$ cat src/rtl/core/msdl_pkg.sv
`timescale 1ns / 1ps
// msdl_pkg: types, constants and helper functions for the microphone sample
// despike and level block. No dependencies.
package msdl_pkg;

    localparam int SLOT_W     = 32;
    localparam int PCM_W      = 16;
    localparam int SUM_W      = 28;
    localparam int FL_W       = 13;
    localparam int THR_W      = 17;
    localparam int CFG_W      = 17;
    localparam int CFG_IDX_W  = 1;
    localparam int FIFO_DEPTH = 4;
    localparam int FIFO_AW    = 2;
    localparam int FIFO_CW    = 3;

    localparam logic [CFG_IDX_W-1:0] CFG_FRAME_LENGTH      = 1'd0;
    localparam logic [CFG_IDX_W-1:0] CFG_SILENCE_THRESHOLD = 1'd1;

    localparam logic [FL_W-1:0]  FRAME_LENGTH_RST = 13'd320;
    localparam logic [THR_W-1:0] SILENCE_THR_RST  = 17'd0;

    localparam logic [PCM_W-1:0] SPIKE_LEVEL = 16'd20000;
    localparam logic [PCM_W-1:0] QUIET_LEVEL = 16'd500;

    typedef struct packed {
        logic signed [SLOT_W-1:0] raw_slot;
        logic                     end_of_read;
    } t_in;

    typedef struct packed {
        logic signed [PCM_W-1:0] pcm_sample;
        logic                    last_of_frame;
        logic [SUM_W-1:0]        frame_level_sum;
        logic                    silent;
    } t_out;

    // up to two results handed to the output queue in one cycle, in order
    typedef struct packed {
        logic [1:0] count;
        t_out       first;
        t_out       second;
    } t_push;

    function automatic logic [PCM_W-1:0] mag16(input logic signed [PCM_W-1:0] v);
        logic [PCM_W-1:0] r;
        r = v[PCM_W-1] ? PCM_W'(-v) : PCM_W'(v);
        return r;
    endfunction

    // saturating level accumulate
    function automatic logic [SUM_W-1:0] sum_sat(input logic [SUM_W-1:0] a,
                                                 input logic [PCM_W-1:0] m);
        logic [SUM_W:0] t;
        t = {1'b0, a} + (SUM_W+1)'(m);
        return t[SUM_W] ? {SUM_W{1'b1}} : t[SUM_W-1:0];
    endfunction

endpackage

$ cat src/rtl/core/msdl_out_fifo.sv
`timescale 1ns / 1ps
// msdl_out_fifo: small result queue, up to two writes and one read per cycle.
// Depends on msdl_pkg.
module msdl_out_fifo (
    input  logic           i_clk,
    input  logic           i_rst_n,
    input  msdl_pkg::t_push i_push,
    output logic           o_room2,
    output logic           o_valid,
    input  logic           i_ready,
    output msdl_pkg::t_out o_data
);

    msdl_pkg::t_out                   r_mem [msdl_pkg::FIFO_DEPTH];
    logic [msdl_pkg::FIFO_AW-1:0]     r_wp;
    logic [msdl_pkg::FIFO_AW-1:0]     r_rp;
    logic [msdl_pkg::FIFO_CW-1:0]     r_count;
    logic [msdl_pkg::FIFO_AW-1:0]     n_wp;
    logic [msdl_pkg::FIFO_AW-1:0]     n_rp;
    logic [msdl_pkg::FIFO_CW-1:0]     n_count;
    logic [msdl_pkg::FIFO_AW-1:0]     wp1;
    logic                             pop;

    assign o_valid = (r_count != '0);
    assign o_data  = r_mem[r_rp];
    assign o_room2 = (r_count <= msdl_pkg::FIFO_CW'(msdl_pkg::FIFO_DEPTH - 2));
    assign pop     = o_valid && i_ready;
    assign wp1     = r_wp + 1'b1;

    always_comb begin
        n_wp    = r_wp + msdl_pkg::FIFO_AW'(i_push.count);
        n_rp    = pop ? r_rp + 1'b1 : r_rp;
        n_count = r_count + msdl_pkg::FIFO_CW'(i_push.count)
                  - msdl_pkg::FIFO_CW'(pop);
    end

    always_ff @(posedge i_clk) begin
        if (!i_rst_n) begin
            r_wp    <= '0;
            r_rp    <= '0;
            r_count <= '0;
        end else begin
            r_wp    <= n_wp;
            r_rp    <= n_rp;
            r_count <= n_count;
        end
    end

    always_ff @(posedge i_clk) begin
        if (i_push.count != 2'd0) begin
            r_mem[r_wp] <= i_push.first;
        end
        if (i_push.count == 2'd2) begin
            r_mem[wp1] <= i_push.second;
        end
    end

    a_count_bound: assert property (@(posedge i_clk) disable iff (!i_rst_n)
        r_count <= msdl_pkg::FIFO_CW'(msdl_pkg::FIFO_DEPTH))
        else $error("result queue count beyond depth");

    a_no_overflow: assert property (@(posedge i_clk) disable iff (!i_rst_n)
        (i_push.count != 2'd0) |->
            (r_count <= msdl_pkg::FIFO_CW'(msdl_pkg::FIFO_DEPTH) -
                        msdl_pkg::FIFO_CW'(i_push.count)))
        else $error("result queue written without room");

    a_pop_only: assert property (@(posedge i_clk) disable iff (!i_rst_n)
        (pop && i_push.count == 2'd0) |=> (r_count == $past(r_count) - 1'b1))
        else $error("result queue count not decremented on read");

endmodule

$ cat src/rtl/core/msdl_frame.sv
`timescale 1ns / 1ps
// msdl_frame: slot to PCM conversion, three-sample spike filter, frame
// position and level sum, registered result pair. Depends on msdl_pkg.
module msdl_frame #(
    parameter int MAX_FRAME = 4096
) (
    input  logic                            i_clk,
    input  logic                            i_rst_n,
    input  logic                            i_in_valid,
    output logic                            o_in_ready,
    input  msdl_pkg::t_in                   i_in_data,
    input  logic [msdl_pkg::FL_W-1:0]       i_frame_length,
    input  logic [msdl_pkg::THR_W-1:0]      i_silence_threshold,
    input  logic                            i_room2,
    output msdl_pkg::t_push                 o_push
);

    localparam int PW  = $clog2(MAX_FRAME + 1);
    localparam int LW  = (PW > msdl_pkg::FL_W) ? PW : msdl_pkg::FL_W;
    localparam int PRW = msdl_pkg::THR_W + PW;
    localparam int CW  = (PRW > msdl_pkg::SUM_W + 1) ? PRW : msdl_pkg::SUM_W + 1;

    // frame state
    logic signed [msdl_pkg::PCM_W-1:0] r_held;
    logic                              r_held_valid;
    logic signed [msdl_pkg::PCM_W-1:0] r_prev;
    logic [PW-1:0]                     r_pos;
    logic [msdl_pkg::SUM_W-1:0]        r_sum;

    // result stage
    logic                              r_st_valid;
    logic                              r_st_v0;
    logic                              r_st_v1;
    logic signed [msdl_pkg::PCM_W-1:0] r_st_s0;
    logic signed [msdl_pkg::PCM_W-1:0] r_st_s1;
    logic [msdl_pkg::SUM_W-1:0]        r_st_sum;
    logic [PRW-1:0]                    r_st_prod;

    logic signed [msdl_pkg::PCM_W-1:0] n_held;
    logic                              n_held_valid;
    logic signed [msdl_pkg::PCM_W-1:0] n_prev;
    logic [PW-1:0]                     n_pos;
    logic [msdl_pkg::SUM_W-1:0]        n_sum;

    logic                              in_fire;
    logic                              st_take;
    logic signed [msdl_pkg::PCM_W-1:0] s;
    logic signed [msdl_pkg::PCM_W-1:0] v;
    logic                              spike;
    logic [msdl_pkg::SUM_W-1:0]        sum1;
    logic [msdl_pkg::SUM_W-1:0]        sum2;
    logic [PW-1:0]                     pos_new;
    logic [LW-1:0]                     fl_ext;
    logic [LW-1:0]                     len;
    logic                              last;
    logic [PRW-1:0]                    prod;
    logic                              silent;
    msdl_pkg::t_out                    item0;
    msdl_pkg::t_out                    item1;

    assign st_take    = r_st_valid && i_room2;
    assign o_in_ready = !r_st_valid || i_room2;
    assign in_fire    = i_in_valid && o_in_ready;

    assign s = i_in_data.raw_slot[msdl_pkg::SLOT_W-1 -: msdl_pkg::PCM_W];

    always_comb begin
        fl_ext = LW'(i_frame_length);
        if (i_frame_length == '0) begin
            len = LW'(1);
        end else if (fl_ext > LW'(MAX_FRAME)) begin
            len = LW'(MAX_FRAME);
        end else begin
            len = fl_ext;
        end
    end

    // inner spike: loud sample between two quiet ones, output as zero
    assign spike = (r_pos >= PW'(2))
                && (msdl_pkg::mag16(r_held) > msdl_pkg::SPIKE_LEVEL)
                && (msdl_pkg::mag16(r_prev) < msdl_pkg::QUIET_LEVEL)
                && (msdl_pkg::mag16(s) < msdl_pkg::QUIET_LEVEL);
    assign v       = spike ? '0 : r_held;
    assign sum1    = r_held_valid ? msdl_pkg::sum_sat(r_sum, msdl_pkg::mag16(v)) : r_sum;
    assign sum2    = msdl_pkg::sum_sat(sum1, msdl_pkg::mag16(s));
    assign pos_new = r_pos + 1'b1;
    assign last    = i_in_data.end_of_read || (LW'(pos_new) >= len);
    assign prod    = PRW'(i_silence_threshold) * PRW'(pos_new);

    always_comb begin
        n_held       = r_held;
        n_held_valid = r_held_valid;
        n_prev       = r_prev;
        n_pos        = r_pos;
        n_sum        = r_sum;
        if (in_fire) begin
            if (last) begin
                n_held       = '0;
                n_held_valid = 1'b0;
                n_prev       = '0;
                n_pos        = '0;
                n_sum        = '0;
            end else begin
                n_held       = s;
                n_held_valid = 1'b1;
                n_prev       = r_held_valid ? v : r_prev;
                n_pos        = pos_new;
                n_sum        = sum1;
            end
        end
    end

    always_ff @(posedge i_clk) begin
        if (!i_rst_n) begin
            r_held       <= '0;
            r_held_valid <= 1'b0;
            r_prev       <= '0;
            r_pos        <= '0;
            r_sum        <= '0;
            r_st_valid   <= 1'b0;
        end else begin
            r_held       <= n_held;
            r_held_valid <= n_held_valid;
            r_prev       <= n_prev;
            r_pos        <= n_pos;
            r_sum        <= n_sum;
            if (in_fire) begin
                r_st_valid <= r_held_valid || last;
            end else if (st_take) begin
                r_st_valid <= 1'b0;
            end
        end
    end

    always_ff @(posedge i_clk) begin
        if (in_fire) begin
            r_st_v0   <= r_held_valid;
            r_st_v1   <= last;
            r_st_s0   <= v;
            r_st_s1   <= s;
            r_st_sum  <= sum2;
            r_st_prod <= prod;
        end
    end

    assign silent = (CW'({r_st_sum, 1'b0}) < CW'(r_st_prod));

    always_comb begin
        item0.pcm_sample      = r_st_s0;
        item0.last_of_frame   = 1'b0;
        item0.frame_level_sum = '0;
        item0.silent          = 1'b0;
        item1.pcm_sample      = r_st_s1;
        item1.last_of_frame   = 1'b1;
        item1.frame_level_sum = r_st_sum;
        item1.silent          = silent;
        o_push.first          = r_st_v0 ? item0 : item1;
        o_push.second         = item1;
        o_push.count          = st_take ? (2'(r_st_v0) + 2'(r_st_v1)) : 2'd0;
    end

    a_stage_nonempty: assert property (@(posedge i_clk) disable iff (!i_rst_n)
        r_st_valid |-> (r_st_v0 || r_st_v1))
        else $error("result stage valid with no result");

    a_frame_restart: assert property (@(posedge i_clk) disable iff (!i_rst_n)
        (in_fire && last) |=> (!r_held_valid && r_pos == '0 && r_sum == '0))
        else $error("frame state not cleared after last sample");

    a_held_counted: assert property (@(posedge i_clk) disable iff (!i_rst_n)
        r_held_valid |-> (r_pos != '0))
        else $error("held sample without frame position");

endmodule

$ cat src/rtl/core/mic_sample_despike_level_top.sv
`timescale 1ns / 1ps
// mic_sample_despike_level_top: configuration registers, frame filter and
// result queue. Depends on msdl_pkg, msdl_frame, msdl_out_fifo.
//
//  port group     direction  handshake              payload
//  i_in_*         in         i_in_valid/o_in_ready  msdl_pkg::t_in
//  o_out_*        out        o_out_valid/i_out_ready msdl_pkg::t_out
//  i_cfg_*        in         i_cfg_we only          index + 17-bit data
//
// One slot accepted per cycle unless a stalled output holds slots off; each slot yields zero, one or two results.
// A result passes through the result stage, then the four-entry queue; the
// one-result-per-cycle output port sets the sustained rate of one slot per
// cycle.
// Reset is synchronous; it empties the queue and restarts the frame.
// A stalled output holds slots off while the result stage is full and the
// queue has fewer than two free entries.
module mic_sample_despike_level_top #(
    parameter int MAX_FRAME = 4096
) (
    input  logic                                i_clk,
    input  logic                                i_rst_n,
    input  logic                                i_in_valid,
    output logic                                o_in_ready,
    input  msdl_pkg::t_in                       i_in_data,
    output logic                                o_out_valid,
    input  logic                                i_out_ready,
    output msdl_pkg::t_out                      o_out_data,
    input  logic                                i_cfg_we,
    input  logic [msdl_pkg::CFG_IDX_W-1:0]      i_cfg_idx,
    input  logic [msdl_pkg::CFG_W-1:0]          i_cfg_data
);

    logic [msdl_pkg::FL_W-1:0]  r_frame_length;
    logic [msdl_pkg::THR_W-1:0] r_silence_threshold;
    msdl_pkg::t_push            push;
    logic                       room2;

    always_ff @(posedge i_clk) begin
        if (!i_rst_n) begin
            r_frame_length      <= msdl_pkg::FRAME_LENGTH_RST;
            r_silence_threshold <= msdl_pkg::SILENCE_THR_RST;
        end else if (i_cfg_we) begin
            unique case (i_cfg_idx)
                msdl_pkg::CFG_FRAME_LENGTH: begin
                    r_frame_length <= i_cfg_data[msdl_pkg::FL_W-1:0];
                end
                msdl_pkg::CFG_SILENCE_THRESHOLD: begin
                    r_silence_threshold <= i_cfg_data[msdl_pkg::THR_W-1:0];
                end
                default: begin
                end
            endcase
        end
    end

    msdl_frame #(
        .MAX_FRAME (MAX_FRAME)
    ) u_frame (
        .i_clk               (i_clk),
        .i_rst_n             (i_rst_n),
        .i_in_valid          (i_in_valid),
        .o_in_ready          (o_in_ready),
        .i_in_data           (i_in_data),
        .i_frame_length      (r_frame_length),
        .i_silence_threshold (r_silence_threshold),
        .i_room2             (room2),
        .o_push              (push)
    );

    msdl_out_fifo u_out_fifo (
        .i_clk   (i_clk),
        .i_rst_n (i_rst_n),
        .i_push  (push),
        .o_room2 (room2),
        .o_valid (o_out_valid),
        .i_ready (i_out_ready),
        .o_data  (o_out_data)
    );

endmodule
$ cat config.mk
export PLATFORM = sky130hd
export DESIGN_NAME = mic_sample_despike_level_top
export DESIGN_NICKNAME = d
export VERILOG_FILES = /design/src/rtl/core/msdl_pkg.sv /design/src/rtl/core/msdl_out_fifo.sv /design/src/rtl/core/msdl_frame.sv /design/src/rtl/core/mic_sample_despike_level_top.sv
export SDC_FILE = /design/constraint.sdc
export NUM_CORES = 1
export LEC_CHECK = 0
export ABC_AREA = 1
export ABC_CLOCK_PERIOD_IN_PS = 8200
export BUFFER_PORTS_ARGS = -buffer_cell sky130_fd_sc_hd__clkbuf_2
export CAP_MARGIN = 20
export CORE_AREA = 2 2 335 337
export CTS_CLUSTER_SIZE = 30
export DETAILED_ROUTE_END_ITERATION = 7
export DIE_AREA = 0 0 337 339
export GPL_ROUTABILITY_DRIVEN = 0
export SLEW_MARGIN = 20
export SYNTH_ARGS = -nofsm -noshare
export SYNTH_HDL_FRONTEND = slang
export SYNTH_SLANG_ARGS = --single-unit
$ cat constraint.sdc
create_clock -name i_clk -period 8.2 [get_ports i_clk]
set_input_delay 0.82 -clock i_clk [delete_from_list [all_inputs] [get_ports i_clk]]
set_output_delay 0.82 -clock i_clk [all_outputs]
set_load 0.005 [all_outputs]
Word level (Yosys, flattened, before mapping)
Memory sizes are Yosys's and may differ from the RTL's. A register that Yosys moved wholly into a read port is not among the register bits.
Index checks and enable logic that the tools add are counted.
W data, S select, Z words.
- reductions and logical operators: 18
- $mul: 1
- add/subtract/negate cells: 13
- mux-type cells: 25
- order comparisons: 8
- eq/ne operators: 1
- bitwise logic cells: 1
- operators by type and width (operator ; number):
    $mux W16 ; 8
    $mux W28 ; 3
    $neg A16 Y16 ; 4
    $add A28 B16 Y29 ; 2
    $mux W46 ; 1
    $mux W13 ; 3
    $lt A16 B9 Y1 const B ; 2
    $lt A29 B30 Y1 ; 1
    $mul A17 B13 Y30 ; 1
    $gt A16 B15 Y1 const B ; 1
    $add A13 B1 Y13 const B ; 1
    $ge A13 B13 Y1 ; 1
    $ge A13 B2 Y1 const B ; 1
    $gt A13 B13 Y1 const B ; 1
    $logic_not A13 Y1 ; 1
    $mux W1 ; 7
    $logic_and A1 B1 Y1 ; 6
    $mux W2 ; 3
    $reduce_and A2 Y1 ; 3
    $reduce_bool A2 Y1 ; 3
    $add A2 B1 Y2 const B ; 2
    $add A3 B2 Y3 ; 1
    $le A3 B2 Y1 const B ; 1
    $logic_or A1 B1 Y1 ; 3
    7 further kinds ; 7
- RAM bits: 184
- register bits: 204
- word-level logic and storage cells: 85
- output and inout bits: 48
- input port bits: 56
- memories: 1
- memories (name ; words ; width ; read ports ; clocked after Yosys merged registers in ; write ports ; line ; RTL):
    u_out_fifo.r_mem ; 4 ; 46 ; 1 ; 1 ; 2 ; msdl_out_fifo.sv:14 ; msdl_pkg::t_out r_mem [msdl_pkg::FIFO_DEPTH];

Logic depth before layout (Yosys ltp)
Gate-level depths: netlist of run 1.
- word-level depth: 13
- gate-level depth with buffers: 53
- depth with buffers taken out: 50

Cells and area by module
Synthesis of run 1 repeated with hierarchy kept, for this count alone.
- cells, all modules: 3588
- area total of the unflattened synthesis: 28807.6 um^2
- modules (own cells, without submodules) (module ; area each (um^2) ; cells an instance ; times used ; seq. area each (um^2)):
    msdl_frame ; 18232.5 ; 2457 ; 1 ; 4264.1
    msdl_out_fifo ; 9405.3 ; 972 ; 1 ; 5705.5
    mic_sample_despike_level_top ; 1169.9 ; 159 ; 1 ; 600.6

Worst setup path after synthesis of run 1
Ideal clock, no wire load.
- kind: in2reg
- start: input i_in_data[32] (netlist bit)
- end: register u_frame.r_st_sum[26] (netlist bit) (data pin)
- stages: 47
- required time: 7.943 ns
- path buffers: 4
- setup slack: 1.212 ns
- setup time: 0.257 ns
- arrival: 6.730 ns
- cell sequence: buf_2 inv_1 or2_2 xor2_1 nand3_1 nand2_1 nor2_1 nand2_1 nand3_1 nor2_2 nand3_4 inv_2 buf_6 nor2_2 inv_1 ha_1 inv_1 o311ai_2 (+11 left out) clkbuf_1 o22ai_1 inv_1 ha_1 fa_1 nand2_1 o21ai_2 a21boi_1 o21ai_2 a21boi_1 o21ai_0 a21oi_2 nor2_4 nand2_4 nor2_8 nand2_4 buf_6 nand3_2
- word-level cells in the longest chain between the ends: 11
- RTL lines (element ; line ; RTL):
    from (decl) ; mic_sample_despike_level_top.sv:24 ; input msdl_pkg::t_in i_in_data,
    $neg A16 Y16 ; msdl_pkg.sv:47 ; r = v[PCM_W-1] ? PCM_W'(-v) : PCM_W'(v);
    $mux W16 * ; msdl_pkg.sv:47 ;
    $lt A16 B9 Y1 * ; msdl_frame.sv:82 ; && (msdl_pkg::mag16(s) < msdl_pkg::QUIET_LEVEL);
    $logic_and A1 B1 Y1 * ; msdl_frame.sv:82 ;
    $mux W16 * ; msdl_frame.sv:83 ; assign v = spike ? '0 : r_held;
    via u_frame.v, one bit ; msdl_frame.sv:48 ; logic signed [msdl_pkg::PCM_W-1:0] v;
    $neg A16 Y16 ; msdl_pkg.sv:47 ;
    $mux W16 * ; msdl_pkg.sv:47 ;
    $add A28 B16 Y29 * ; msdl_pkg.sv:55 ; t = {1'b0, a} + (SUM_W+1)'(m);
    $mux W28 * ; msdl_pkg.sv:56 ; return t[SUM_W] ? {SUM_W{1'b1}} : t[SUM_W-1:0];
    $mux W28 * ; msdl_frame.sv:84 ; assign sum1 = r_held_valid ? msdl_pkg::sum_sat(r_sum, msdl_pkg::mag16(v)) : r_sum;
    $add A28 B16 Y29 * ; msdl_pkg.sv:55 ;
    to (signal assigned) ; msdl_frame.sv:141 ; r_st_sum <= sum2;
    to (decl) ; msdl_frame.sv:36 ; logic [msdl_pkg::SUM_W-1:0] r_st_sum;
The timed path passes the listed nets; every way through them passes the cells marked *.
A chain may end at the register's enable or synchronous reset.

Worst setup path in the final report of run 1
- start: input i_in_data[17] (netlist bit)
- end: register u_frame.r_st_sum[2] (netlist bit) (data pin)
Same word-level chain as after synthesis.

==> results by stage, run 1 <==
Finish:
- The area growth from synthesis to layout is 13.0%.
- The proportion of layout cells with a drive suffix above 1 is 8.21%.
- Leaving out fill and tap cells, the most frequent cell in the layout is nand2_1.
- The antenna diode count is 0.
- The post-layout net count is 3,717.
- After filler insertion, the fill cell instance count of the layout stands at 11,900.
- In the layout the commonest cells are nand2_1 (654), inv_1 (469), nor2_1 (440).
- Once layout is complete, the utilization of the core stands at 28.1%.

CTS:
- The worst-skew pair later-pin latency is 0.61 ns.
- In this run the clock root is driven by a clkbuf_16.
- In this run, post-CTS repair resized a total of 0 instances.
- The clock input transition at the sequential cells of the worst setup and hold paths is 0.06 ns.
- The hold-fix buffer count after cts is 0.
- TritonCTS built the clock tree.
- The number of clock buffers added by TritonCTS is 44.
- Post-CTS timing repair inserted 0 buffers for setup.
- The number of clock sinks is 390.
- The H-tree depth is 2.
- In this run the deepest clock path goes through 3 buffers.

Global route:
- The first global-routing pass estimated 123,000 um of wire.
- For this run the aggregate overflow at the end of global routing stands at 0.
- The met3 demand-to-capacity share in global routing is 2.17%.
- The via count of the first global-routing pass is 21,800.
- In the global route stage, met2 resource usage came out at 22.2%.
- The met1 track utilization from global routing is 18.5%.
- Entering global routing, the biggest net connects 93 pins.
- The global-route layer with the greatest usage is met2.
- The number of antenna violations at the first check in global routing is 1.
- The aggregate global-route resource usage is 13.6%.

Yosys:
- In this run, distinct cell masters in the synthesized netlist total 56.
- After synthesis, flip-flops and latches occupy 38.3% of the total area.
- Synthesis inferred 390 register bits.
- The post-synthesis share of cell area spent on and, or, nand and nor gates is 20.0%.
- The warning count from the yosys run is 0.
- By area, the combinational part of the netlist is dominated by simple AND/OR/NAND/NOR gates.
- The total nets after synthesis is 3,681.
- The number of synthesized flops with an enable pin is 272.
- The most used flip-flop cell after synthesis is edfxtp_1.
- After synthesis, the share of flip-flops with an asynchronous set or reset is 0%.
- The number of instances in the synthesized netlist is 3,300.
- After Yosys synthesis, XOR and XNOR cells account for 2.07% of the synthesized area.
- Dividing the synthesized area by the synthesized cell count gives 8.33 um^2.
- Measured against the total synthesized area, the mux share comes to 0%.
- The post-synthesis compound-gate area fraction is 11.4%.
- The adder and majority gate portion of the synthesized area is 19.4%.
- The post-synthesis instance area is 27,500 um^2.

Floorplan:
- The core area is 110,000 um^2.
- Once the floorplan was initialized, standard cells occupied 24.9% of the core.
- The die covers 114,000 um^2.
- The x dimension of the die is 337 um.
- The number of top-level pins is 104.
- The initialized floorplan defines 122 standard-cell rows.
- The chip height is 339 um.

Route:
- Dividing the detail-routed wire length by the instance count gives 16.1 um.
- The residual DRC count is 0.
- Wires add up to 78,300 um.
- The length of the first detailed-routing pass in iterations is 6.
- Once detail routing completed, the nets flagged for antenna violations numbered 0.
- For this block, the initial DRC count from the detailed router was 1,859.
- Dividing the detail-routed via count by the number of cells gives 4.60.
- The total number of vias is 22,400.

STA:
- The final clock skew is 0.0333 ns.
- Setup repair after global routing left no endpoint under its margin.
- The headroom to the max-slew limit is 26.3%.
- For the pin with the worst max-slew slack, the measured transition is 1.10 ns.
- Summed over all failing endpoints, the final setup total negative slack is 0 ns.
- Setup violations remaining at the end of the flow were counted as 0.
- The number of pins exceeding their max-slew limit in the final report was 0.
- The post-layout minimum cycle time is 7.44 ns.
- The final-report hold violation count is 0.
- The final clock period utilization by the worst path is 90.7%.
- Timing would allow up to 0.134 GHz.

Setup path:
- The library cell contributing the largest single delay on the critical path is o311ai_2.
- STA puts the critical path data required time at 8.54 ns.
- The most used cell along the critical path is nand2_1.
- On the worst path, the slowest cell contributes a delay of 0.48 ns.
- The worst setup path is of the input port to flip-flop kind.
- The highest net fanout along the worst path is 27.
- The element type at the critical path end is a flip-flop.
- The worst setup path is launched from an input port.
- The arrival time at the worst endpoint is 7.78 ns.

Pwr:
- The standby leakage power is 13.6 nW.
- The areal power density over the cells is 176 nW/um^2.
- The peak supply drop is 149 uV.

Outcome:
- The run finished with clean final reports.

Placed design:
- During placement, the flow inserted port buffers numbering 87.
- The HPWL after detailed placement is 56,800 um.

Hold path:
- The class of the tightest hold or removal check is input port to flip-flop.

Flow run:
- The count of max-cap constraint violations is 0.
[flip-flops by register name, indices dropped and copies added (netlist names), 16 cells and up, named ones only]
signal / cells
u_frame.r_st_s0: 16
u_frame.r_held: 16
u_out_fifo.r_mem: 184
r_silence_threshold: 17
u_frame.r_st_sum: 28
u_frame.r_st_s1: 16
u_frame.r_st_prod: 30
u_frame.r_prev: 16
u_frame.r_sum: 28
[per-layer routing]
layer | routed length, um | vias to the layer above
li1 | - | 10800
met1 | 35000 | 10600
met2 | 35800 | 765
met3 | 5470 | 129
met4 | 2050 | 2
met5 | 9 | -
[through the flow]
stage / total power, mW / hold slack [ns] / setup WS [ns] / cells / area, um^2
6_report: 5.46 / 0.442 / 0.759 / 4860 / 31100
5_1_grt: 5.72 / 0.452 / 0.0767 / 4860 / 31100
4_1_cts: 5.52 / 0.419 / 0.841 / 4860 / 31100
3_5_place_dp: 3.46 / 0.436 / 0.260 / 4778 / 29500
3_3_place_gp: 3.44 / 0.434 / 0.369 / 4778 / 29500
2_1_floorplan: 3.00 / 0.406 / 1.21 / 3300 / 27500
[final cells by class]
class / instances / area [um^2] / share of cell area, %
Clock buffer: 58 / 1190 / 3.84
Clock inverter: 24 / 327 / 1.05
Inverter: 502 / 1890 / 6.09
Multi-Input combinational cell: 2281 / 14600 / 47.0
Sequential cell: 390 / 10500 / 33.9
Tap cell: 1488 / 1860 / 5.99
Timing Repair Buffer: 117 / 661 / 2.13
[cell families after synthesis]
kind of cell / after synthesis
and+or+nand+nor: 1322
buffers and inverters: 629
AOI/OAI and AO/OA: 569
DFF: 390
adders and majority gates: 325
xor gates and xnor gates: 65
[report_power, final]
group          total [mW]  switching [mW]  internal (mW)
clock network        2.06           0.861           1.20
registers            2.32          0.0936           2.23
logic                1.08           0.739          0.342
[critical path: cells and delay by family]
kind / cells / cell delay, ns
AND/OR/NAND/NOR: 22 / 2.47
adder cells (fa/ha/maj): 5 / 1.22
buffers and inverters: 7 / 0.66
AO/OA/AOI/OAI: 13 / 2.59
[synthesized netlist by cell type, types with 5 or more instances]
cell type / n / area share, %
a21o_1: 5 / 0.14
a21oi_1: 188 / 3.4
a31oi_1: 7 / 0.16
buf_1: 10 / 0.14
buf_2: 5 / 0.091
buf_6: 5 / 0.20
clkbuf_1: 106 / 1.4
clkinv_1: 11 / 0.15
dfxtp_1: 118 / 8.6
edfxtp_1: 272 / 30
fa_1: 168 / 12
ha_1: 157 / 7.1
inv_1: 474 / 6.5
inv_2: 16 / 0.22
nand2_1: 659 / 9.0
nand2_2: 5 / 0.11
nand3_1: 89 / 1.6
nand3_2: 14 / 0.51
nand3b_1: 6 / 0.16
nand4_1: 30 / 0.68
nor2_1: 441 / 6.0
nor2_2: 17 / 0.39
nor3_1: 25 / 0.46
nor4_1: 8 / 0.18
o21ai_0: 202 / 3.7
o21ai_1: 6 / 0.11
o21ai_2: 5 / 0.16
o21bai_1: 7 / 0.19
o22ai_1: 123 / 2.8
or2_2: 10 / 0.23
xnor2_1: 18 / 0.57
xor2_1: 47 / 1.5
[final timing paths]
kind / start / to / slack (ns) / depth (start not counted)
max: i_in_data[17] / u_frame.r_st_sum[2] / 0.76 / 47
min: i_cfg_data[6] / r_frame_length[6] / 0.44 / 3
max reg2reg: u_frame.r_held[15] / u_frame.r_st_sum[2] / 0.80 / 43
min reg2reg: u_out_fifo.r_mem[1][29] / u_out_fifo.r_mem[1][29] / 0.45 / 2
(Power assumes the default switching activity.)
==> run 2, diff against run 1 <==
--- a/config.mk
+++ b/config.mk
@@ -7,7 +7,7 @@
 export LEC_CHECK = 0
 export ABC_AREA = 1
 export ABC_CLOCK_PERIOD_IN_PS = 8200
-export BUFFER_PORTS_ARGS = -buffer_cell sky130_fd_sc_hd__clkbuf_2
+export BUFFER_PORTS_ARGS = -buffer_cell sky130_fd_sc_hd__buf_2
 export CAP_MARGIN = 20
 export CORE_AREA = 2 2 335 337
 export CTS_CLUSTER_SIZE = 30
==> run 2 against run 1 <==
  * Register-to-register slack better by 0.03 ns
  * Sequential share of layout area decreased by 0.060 points
  * Combinational power hardly changed
  * Routed wire length is 0.25% lower
  * Largest power group unchanged
==> results by stage, run 2 (synthesis results as in run 1) <==
Route:
- The iteration-0 DRC count of the detailed router was 1,733 (-6.8%).
- The per-cell via count in the routed design is 4.57 (-0.75%).
- The length of the first detailed-routing pass in iterations came to 5 (-1).
- The total length of routed wires is 78,100 um (-0.25%).
- The detailed-route wire length per cell is 16.1 um (-0.19%).
- The residual DRC count was 0 (unchanged).
- The remaining antenna violation count after routing is 0 (unchanged).
- The total number of vias is 22,200 (-0.81%).

Pwr:
- The part of the power in the clock network is 39.0% (+1.3 points).
- The register share of total power is 42.0% (-0.5 points).
- The switching power as a share of total power is 30.6% (-0.39 points).
- The total internal power was 3.86 mW (+2.4%).
- The peak supply drop is 131 uV (-12%).
- The switching power total is 1.70 mW (+0.53%).
- The relative contribution of combinational cells to total power is 19.0% (-0.8 points).
- The standby leakage power is 13.7 nW (+0.22%).
- The areal power density over the cells is 179 nW/um^2 (+1.6%).

CTS:
- The worst-skew pair later-pin latency is 0.61 ns (about the same).
- The number of clock sinks is 390 (unchanged).
- The root buffer cell is clkbuf_16.
- TritonCTS built the clock tree.
- The CTS buffer count was 45 (+2.3%).
- The H-tree depth came to 2 (unchanged).
- The buffer count from post-CTS setup fixing is 0 (unchanged).
- The total of cells resized after clock tree synthesis is 0 (unchanged).
- The maximum buffer depth of the clock tree is 3 (unchanged).
- The clock input transition at the sequential cells of the worst setup and hold paths was 0.06 ns (about the same).
- The hold-fix buffer count after cts came to 0 (unchanged).

STA:
- The worst-margin pin slew came to 1.06 ns (-0.0397 ns).
- The final clock period utilization by the worst path is 89.9% (-0.86 points).
- The final clock skew was 0.0203 ns (-0.0130 ns).
- The number of pins exceeding their max-slew limit in the final report was 0 (unchanged).
- The total of endpoints with negative setup slack in the final report was 0 (unchanged).
- The final-report hold violation count is 0 (unchanged).
- The setup total negative slack is 0 ns (unchanged).
- The maximum clock frequency was 0.136 GHz (+0.96%).
- The post-layout minimum cycle time is 7.37 ns (-0.0705 ns).
- Setup repair after global routing left no endpoint under its margin.
- The headroom to the max-slew limit came to 29.0% (+2.7 points).

Global route:
- The largest net degree at the start of global routing is 93 (unchanged).
- The via count of the first global-routing pass is 21,700 (-0.35%).
- The first-pass GRT wire length is 123,000 um (+0.19%).
- The aggregate global-route resource usage came to 13.6% (about the same).
- The number of antenna violations at the first check in global routing is 2 (+1).
- The total grt overflow is 0 (unchanged).

Finish:
- u_out_fifo.r_mem holds more flip-flops than any other register.
- The largest registers in the layout are u_out_fifo.r_mem: 184 flops, u_frame.r_st_prod: 30 flops.
- The antenna diode count is 0 (unchanged).
- The final-layout fill cell count was 11,800 (-0.92%).
- The flip-flop count of the largest register after layout is 184 (unchanged).
- The signed area change from the synthesized netlist to the final layout is 13.2%.
- The library cells used most frequently in the layout, excluding fill and tap cells, are nand2_1 (654), inv_1 (470), nor2_1 (440).
- The post-layout net count was 3,714 (-0.081%).
- The utilization after layout is 28.2% (+0.050 points).
- The proportion of layout cells with a drive suffix above 1 was 8.46% (+0.24 points).
- The library cell used most frequently in the layout, excluding fill and tap cells, is nand2_1.

Hold path:
- The number of cells on the worst hold path is 2 (-1).
- In this run the worst hold path is classified as flip-flop to flip-flop.

Floorplan:
- The number of top-level pins is 104 (unchanged).
- The area of the die was 114,000 um^2 (unchanged).
- The chip height is 339 um (unchanged).
- The count of standard-cell rows is 122 (unchanged).
- The core area is 110,000 um^2 (unchanged).
- The initial core utilization is 24.9% (unchanged).
- The x dimension of the die was 337 um (unchanged).

Setup path:
- Tracing the worst setup path back leads to its startpoint at u_frame.r_held[15].
- The critical register-to-register path endpoint is u_frame.r_st_sum[25].
- The arrival time at the worst endpoint is 7.70 ns (-0.08 ns).
- The critical path's largest stage delay is 0.73 ns (+0.25 ns).
- The most used cell along the critical path is nand2_1.
- The worst reg2reg path startpoint is u_frame.r_held[15].
- The highest net fanout along the worst path was 27 (unchanged).
- The critical path startpoint category is a flip-flop.
- The number of cell instances on the worst register-to-register path is 43 (unchanged).
- The category of the critical setup timing path is flip-flop to flip-flop.
- In this run the worst setup path terminates at u_frame.r_st_sum[25].
- The element type at the critical path end is a flip-flop.
- The critical path data required time is 8.52 ns (-0.02 ns).
- The slack of the worst reg-to-reg path came to 0.83 ns (+0.03 ns).
- The library cell contributing the largest single delay on the critical path is dfxtp_1.

Placed design:
- The placed wire-length estimate was 56,700 um (-0.30%).
- The port buffer count is 87 (unchanged).

Outcome:
- The flow ran to the end, and the final reports show no timing, DRC or antenna violations.

Flow run:
- The count of max-cap constraint violations is 0 (unchanged).
-- run 2: cell types whose count changed in the layout (fill, tap and decap cells not counted), moves of 2 or more --
cell	delta
clkinvlp_4	-3
clkbuf_1	-5
buf_4	-5
buf_2	+87
bufinv_16	+2
clkinv_2	+8
inv_6	+5
clkinv_1	-7
clkbuf_2	-87
clkinv_16	-2
-- run 2: worst max-delay path: cells and delay by family, from the launching register on --
kind / cells / cell delay, ns
AO/OA/AOI/OAI: 12 / 2.06
adder cells (fa/ha/maj): 4 / 1.15
buffers and inverters: 5 / 0.38
flip-flops: 1 / 0.73
AND/OR/NAND/NOR: 22 / 2.76
-- run 2: layer usage --
layer | global-route usage [%] | share of wire (%) | up-vias
li1 | - | - | 10800
met1 | 18.4 | 45 | 10500
met2 | 22.1 | 45 | 695
met3 | 2.40 | 6.9 | 134
met4 | 3.91 | 2.6 | 0
met5 | 0 | 0 | -
-- run 2: how the worst min path moves through the flow --
stage / start / endpoint / slack, ns
finish: u_out_fifo.r_mem[1][29] / u_out_fifo.r_mem[1][29] / 0.45
global route: i_in_data[30] / u_frame.r_st_s1[13] / 0.45
CTS: i_in_data[18] / u_frame.r_st_s1[1] / 0.43
detailed placement: u_out_fifo.r_mem[2][29] / u_out_fifo.r_mem[2][29] / 0.44
global placement: u_out_fifo.r_mem[2][29] / u_out_fifo.r_mem[2][29] / 0.44
floorplan: u_frame.r_held_valid / u_frame.r_st_v0 / 0.41
-- run 2: cell type report --
type                            count  area, um^2  area share [%]
Clock buffer                       55        1210            3.90
Clock inverter                     28         377            1.21
Inverter                          502        1890            6.08
Multi-Input combinational cell   2281       14600            46.9
Sequential cell                   390       10500            33.9
Tap cell                         1488        1860            5.98
Timing Repair Buffer              113         638            2.05
-- run 2: power by group through the flow --
stage	registers (mW)	logic [mW]	clock network, mW
3_3_place_gp	2.38	1.06	0
4_1_cts	2.34	1.07	2.21
5_1_grt	2.35	1.20	2.28
2_1_floorplan	2.31	0.697	0
6_report	2.34	1.06	2.17
3_5_place_dp	2.38	1.07	0
-- run 2: through the flow --
stage | setup slack, ns | hold slack [ns] | power [mW] | cell area [um^2] | std cells
detailed placement | 0.322 | 0.437 | 3.45 | 29500 | 4773
finish | 0.829 | 0.452 | 5.56 | 31100 | 4857
global route | 0.101 | 0.445 | 5.83 | 31100 | 4857
global placement | 0.396 | 0.437 | 3.44 | 29500 | 4773
floorplan | 1.21 | 0.406 | 3.00 | 27500 | 3300
CTS | 0.925 | 0.432 | 5.62 | 31100 | 4856
